File: config.mk
export PLATFORM = sky130hd
export DESIGN_NAME = cmi_norm
export DESIGN_NICKNAME = d
export VERILOG_FILES = /design/src/rtl/cmi_pkg.sv /design/src/rtl/cmi_norm.sv
export VERILOG_INCLUDE_DIRS = /design/src /design/src/rtl
export SDC_FILE = /design/constraint.sdc
export NUM_CORES = 2
export LEC_CHECK = 0
export ABC_AREA = 1
export ABC_CLOCK_PERIOD_IN_PS = 9090
export BUFFER_PORTS_ARGS = -buffer_cell sky130_fd_sc_hd__buf_2
export CORE_ASPECT_RATIO = 0.9
export CORE_MARGIN = 2
export CORE_UTILIZATION = 40
export CTS_CLUSTER_DIAMETER = 40
export CTS_CLUSTER_SIZE = 12
export DETAILED_ROUTE_END_ITERATION = 8
export PLACE_DENSITY = 0.64
export SLEW_MARGIN = 20
export SYNTH_ARGS = -nofsm -noshare
export SYNTH_HDL_FRONTEND = slang
export SYNTH_SLANG_ARGS = --single-unit
File: constraint.sdc
create_clock -name aclk -period 9.09 [get_ports aclk]
set_input_delay 1.3635 -clock aclk [delete_from_list [all_inputs] [get_ports aclk]]
set_output_delay 1.3635 -clock aclk [all_outputs]
set_load 0.01 [all_outputs]
File: src/rtl/assert_macros.svh
// assertion macros shared by the colormap rtl
`ifndef ASSERT_MACROS_SVH
`define ASSERT_MACROS_SVH

// clocked check, off while reset is asserted
`define CMI_ASSERT(lbl, clk, rstn, prop, msg) \
    lbl: assert property (@(posedge clk) disable iff (!rstn) (prop)) else $error(msg);

// clocked check that also holds through reset
`define CMI_ASSERT_ALWAYS(lbl, clk, prop, msg) \
    lbl: assert property (@(posedge clk) (prop)) else $error(msg);

`endif

File: src/rtl/cmi_pkg.sv
// shared types and constants for the colormap interpolation block
package cmi_pkg;

    // default parameter values
    localparam int DEF_TABLE_DEPTH = 256;
    localparam int DEF_BLEND_BITS  = 8;

    // fixed field widths
    localparam int NORM_W  = 16;
    localparam int COUNT_W = 9;

    localparam logic [NORM_W-1:0] NORM_MAX    = '1;
    localparam logic [7:0]        ALPHA_VALUE = 8'hFF;

    // request kinds carried on tuser
    localparam logic REQ_WRITE  = 1'b0;
    localparam logic REQ_SAMPLE = 1'b1;

    // configuration register indexes
    localparam logic [1:0] REG_VALUE_MIN   = 2'd0;
    localparam logic [1:0] REG_VALUE_SCALE = 2'd1;
    localparam logic [1:0] REG_COLOR_COUNT = 2'd2;

    // configuration reset values
    localparam logic signed [31:0] RST_VALUE_MIN   = 32'sd0;
    localparam logic [31:0]        RST_VALUE_SCALE = 32'd65536;
    localparam logic [COUNT_W-1:0] RST_COLOR_COUNT = 9'd256;

    // one accepted request
    typedef struct packed {
        logic        is_sample;
        logic [31:0] sample;
        logic [7:0]  entry_index;
        logic [23:0] entry_rgb;
    } item_t;

    // control bits that travel with each pipeline stage
    typedef struct packed {
        logic vld;
        logic is_sample;
        logic sat;
    } ctl_t;

endpackage

File: src/rtl/cmi_norm.sv
// offset, scale and saturate stages producing the q0.16 normalized sample
`include "assert_macros.svh"

module cmi_norm (
    input  logic                        aclk,
    input  logic                        aresetn,
    input  logic                        adv,
    input  logic                        in_vld,
    input  cmi_pkg::item_t              in_item,
    input  logic signed [31:0]          value_min,
    input  logic [31:0]                 value_scale,
    output cmi_pkg::ctl_t               out_ctl,
    output logic [cmi_pkg::NORM_W-1:0]  out_norm,
    output logic [7:0]                  out_wr_index,
    output logic [23:0]                 out_wr_rgb
);

    // stage 1: offset
    logic        s1_vld_reg;
    logic        s1_sample_reg;
    logic [32:0] s1_diff_reg;
    logic [32:0] s1_diff_next;
    logic [7:0]  s1_idx_reg;
    logic [23:0] s1_rgb_reg;

    // stage 2: scale product
    logic        s2_vld_reg;
    logic        s2_sample_reg;
    logic        s2_neg_reg;
    logic [63:0] s2_prod_reg;
    logic [63:0] s2_prod_next;
    logic [7:0]  s2_idx_reg;
    logic [23:0] s2_rgb_reg;

    // stage 3: saturate
    cmi_pkg::ctl_t               s3_ctl_reg;
    cmi_pkg::ctl_t               s3_ctl_next;
    logic [cmi_pkg::NORM_W-1:0]  s3_norm_reg;
    logic [cmi_pkg::NORM_W-1:0]  s3_norm_next;
    logic [7:0]                  s3_idx_reg;
    logic [23:0]                 s3_rgb_reg;

    // sign-extended difference, 33 bits never overflow
    assign s1_diff_next = {in_item.sample[31], in_item.sample} - {value_min[31], value_min};

    // 32x32 product of the non-negative difference
    assign s2_prod_next = {32'd0, s1_diff_reg[31:0]} * {32'd0, value_scale};

    // clamp to 0 below min, to the top above 1.0
    always_comb begin
        s3_ctl_next.vld       = s2_vld_reg;
        s3_ctl_next.is_sample = s2_sample_reg;
        if (s2_neg_reg) begin
            s3_norm_next    = '0;
            s3_ctl_next.sat = 1'b1;
        end else if (|s2_prod_reg[63:32]) begin
            s3_norm_next    = cmi_pkg::NORM_MAX;
            s3_ctl_next.sat = 1'b1;
        end else begin
            s3_norm_next    = s2_prod_reg[31:16];
            s3_ctl_next.sat = 1'b0;
        end
    end

    // valid bits with reset, payload without
    always_ff @(posedge aclk) begin
        if (!aresetn) begin
            s1_vld_reg     <= 1'b0;
            s2_vld_reg     <= 1'b0;
            s3_ctl_reg.vld <= 1'b0;
        end else if (adv) begin
            s1_vld_reg     <= in_vld;
            s2_vld_reg     <= s1_vld_reg;
            s3_ctl_reg.vld <= s3_ctl_next.vld;
        end
        if (adv) begin
            s1_sample_reg        <= in_item.is_sample;
            s1_diff_reg          <= s1_diff_next;
            s1_idx_reg           <= in_item.entry_index;
            s1_rgb_reg           <= in_item.entry_rgb;
            s2_sample_reg        <= s1_sample_reg;
            s2_neg_reg           <= s1_diff_reg[32];
            s2_prod_reg          <= s2_prod_next;
            s2_idx_reg           <= s1_idx_reg;
            s2_rgb_reg           <= s1_rgb_reg;
            s3_ctl_reg.is_sample <= s3_ctl_next.is_sample;
            s3_ctl_reg.sat       <= s3_ctl_next.sat;
            s3_norm_reg          <= s3_norm_next;
            s3_idx_reg           <= s2_idx_reg;
            s3_rgb_reg           <= s2_rgb_reg;
        end
    end

    assign out_ctl      = s3_ctl_reg;
    assign out_norm     = s3_norm_reg;
    assign out_wr_index = s3_idx_reg;
    assign out_wr_rgb   = s3_rgb_reg;

    // a clamped sample sits at one of the two ends
    `CMI_ASSERT(a_sat_at_end, aclk, aresetn, s3_ctl_reg.vld && s3_ctl_reg.is_sample && s3_ctl_reg.sat |-> s3_norm_reg == '0 || s3_norm_reg == cmi_pkg::NORM_MAX, "saturated norm not at an end")

endmodule

==> impl_results.md <==
- Outcome: finished clean
- Warnings from Yosys: 0
- Pin count of the biggest net entering global routing: slightly above 70
- Yosys top cell by area: fa_1
- Final Hold Vio Count: 0
- Total track usage: 0.217
- Number of flip-flops in the largest register: 48
- Post-Syn Area: 0.0433 mm2
- Synthesized Nets: 6651
- Reg-to-reg endpoint: s2_prod_reg[32]
- Count of cell types in the netlist: 34
- CTS H-tree lvls: 2
- Top delay family on crit path: adder cells
- Layout cells sized above 1: 0.0605
- Slew Limit Headroom: 0.220
- Max-cap violations: 0
- Total grt overflow: 0
- RSZ-0062 raised after global routing: false
- Worst r2r src: s1_diff_reg[18]
- Final min period: ~8.0 ns
- Final core occ: 0.437
- Port Buf Inserts: roughly 180
- Crit path cell chain: buf_2, buf_4, nand2_1, fa_1, fa_1, inv_1, fa_1, inv_1, fa_1, inv_1, fa_1, fa_1, fa_1, fa_1, ha_1, a21oi_1, o21ai_0, a21oi_1, o21ai_0, a21oi_1, xnor2_1
- Area share of the largest cell type after synthesis: 0.414
- Chip width: 351 um
- Clock slew at reported path FFs: roughly 0.050 ns
- Crit path DAT: approximately 8.2 ns
- Io pins: ~180
- Antenna Nets Post-Route: 0
- Crit. Startpoint: value_scale[5]
- Initial antenna violation count: 1
- Longest Clk Path Bufs: 3
- Dpl hpwl: between 90000 and 100000 um
- Nets: ~6700
- Starting Density: 0.403
- Area growth syn-to-layout: 8.31%
- Worst r2r path cells: 20
- Worst path depth: 21
- Hold WC Path Type: reg -> reg
- Fin Hold WS: a little over 0.4 ns
- Total iterations of the first detailed-routing run: 6
- First-pass GRT wire length: 189000 um
- Die height: between 300 and 400 um
- Postcts setup bufs: 0
- Crit path kind: in -> reg
- Mapped Cells: 5330
- Setup Skew: 0.0265 ns
- Post-synthesis sequential area ratio: 0.139
- Final TNS setup: 0 ns
- Slew Limit Fails: 0
- R2R Setup Slk: roughly 1.3 ns
- Iter 0 DRT Violations: between 2000 and 2500
- Sink Count: 201
- Final Setup Violations: 0
- Buf+Inv Stages, Crit Path: 5
- Worst endpoint required time: around 9.4 ns
- Critical Path Sink: s2_prod_reg[32]
- Post-cts gate resize count: 0
- Element type at the critical path end: flip-flop
- CP Max Fanout: 27
- CTS Root Cell: clkbuf_16
- Number of cell rows: roughly 110
- DIE AREA: between 0.1 and 0.15 mm2
- Ranking of synthesized cells by area: fa_1 41%, inv_1 14%, edfxtp_1 14%
- Number of global-route vias before repair: 35300
- Maximum clock frequency: between 100 and 150 MHz
- Clock Latency Late Sink: between 0.5 and 0.6 ns
- Syn_area_per_cell: between 8 and 9 um2
- Final wirelength: 114000 um
- Yosys reg bits: between 200 and 250
- Routed vias/inst: about 4.8
- CTS tree: done
- Slowest stage delay, CP: between 0.5 and 0.6 ns
- Most used cell, CP: fa_1
- Worst-Margin Slew: roughly 1.2 ns
- Hold buffer count at CTS: 0
- Drt drc: 0
- Final Wtd Congestion: roughly 0.93
- Total clock buffers created by CTS: 34
- Startpoint types: primary input
- Drt wl/cell: between 15 and 20 um
- Via count: about 33000
- Slowest cell on the critical path: buf_2
- Core footprint: roughly 0.11 mm2
- Final worst-path cycle share: 0.876
## final cells by class
| class | count | area, um2 |
|---|---|---|
| timing repair buffer | 242 | 1400 |
| sequential | 201 | 6010 |
| clock buffer | 35 | 855 |
| multi-input combinational | 3248 | 30200 |
| inverter | 1686 | 6330 |
| clock inverter | 22 | 263 |
| tap | 1450 | 1810 |
| antenna | 1 | 2.50 |
| fill | 10800 | 60500 |
## per-layer routing
metal / global-route usage / up-vias / share of wire
met1: 0.297 / 16300 / 0.43
met2: 0.364 / 1070 / 0.48
met5: 0 / - / 0
met4: 0.0573 / 0 / 0.026
met3: 0.0266 / 171 / 0.067
li1: - / 15300 / -
## per-stage QoR
step / setup WS (ns) / cell area [um2] / instances
global placement: 0.580 / 45700 / 6823
CTS: 1.18 / 46900 / 6881
detailed placement: 0.631 / 45700 / 6824
global route: 0.821 / 46900 / 6884
finish: 1.13 / 46900 / 6885
floorplan: 1.76 / 43300 / 5330
## cell families (layout without fill, tap and decap cells)
| kind of cell | after synthesis | after routing | share of synthesized area |
|---|---|---|---|
| AO/OA/AOI/OAI | 272 | 272 | 0.0339 |
| XOR/XNOR | 49 | 49 | 0.00991 |
| adder cells (fa/ha/maj) | 1188 | 1188 | 0.499 |
| buffers and inverters | 1881 | 1985 | 0.163 |
| flip-flops | 201 | 201 | 0.139 |
| other | 0 | 1 | 0 |
| AND/OR/NAND/NOR | 1739 | 1739 | 0.156 |
## cell usage after synthesis (all sizes together)
| cell type | instances |
|---|---|
| ha | 292 |
| nand2 | 1432 |
| edfxtp | 198 |
| xnor2 | 12 |
| clkbuf | 194 |
| a21oi | 150 |
| nand4 | 14 |
| xor2 | 37 |
| fa | 896 |
| and2 | 1 |
| nand3 | 60 |
| nor2 | 193 |
| nand3b | 4 |
| a21boi | 4 |
| dfxtp | 3 |
| nor4 | 10 |
| o21bai | 8 |
| o211ai | 6 |
| inv | 1686 |
| nor3 | 25 |
| buf | 1 |
| o21a | 5 |
| a21o | 7 |
| o21ai | 90 |
| a31oi | 2 |
## worst reg2reg max path: stages, from the launching register on
cell      delay [ns]
edfxtp_1        0.91
buf_4           0.39
nand2_1         0.12
fa_1            0.52
inv_1           0.06
fa_1            0.53
inv_1           0.06
fa_1            0.53
inv_1           0.05
fa_1            0.49
fa_1            0.63
fa_1            0.45
fa_1            0.55
fa_1            0.44
ha_1            0.36
a21oi_1         0.30
o21ai_0         0.22
a21oi_1         0.33
o21ai_0         0.19
a21oi_1         0.23
xnor2_1         0.16
## cells in the final DEF, fill, tap and decap left out, types with 5 or more instances in the layout
cell / synthesis / final
buf_2: 1 / 182
o21ai_0: 74 / 74
a21oi_1: 150 / 150
xor2_1: 37 / 37
clkbuf_16: 0 / 34
fa_1: 896 / 896
nor4_1: 10 / 10
inv_1: 1672 / 1672
nor3_1: 23 / 23
buf_4: 0 / 55
o21ai_1: 10 / 10
nor2_1: 184 / 184
o21bai_1: 7 / 7
nand3_1: 60 / 60
o21ai_2: 6 / 6
o211ai_1: 6 / 6
o21a_1: 5 / 5
a21o_1: 7 / 7
nand2_1: 1431 / 1431
edfxtp_1: 198 / 198
nand4_1: 14 / 14
xnor2_1: 12 / 12
inv_2: 14 / 14
ha_1: 292 / 292
nor2_2: 8 / 8
## worst min path at each step
stage,startpoint,endpoint,slack (ns),cells past startpoint
floorplan,s2_sample_reg,out_ctl[1],0.40,0
global placement,s1_rgb_reg[7],s2_rgb_reg[7],0.40,0
detailed placement,s2_idx_reg[0],out_wr_index[0],0.40,0
CTS,s2_rgb_reg[7],out_wr_rgb[7],0.40,0
global route,s1_rgb_reg[2],s2_rgb_reg[2],0.42,0
finish,s2_rgb_reg[7],out_wr_rgb[7],0.40,0
Power is not shown: default switching activity piles up to over one toggle a cycle in this logic, so the estimate is an artifact.
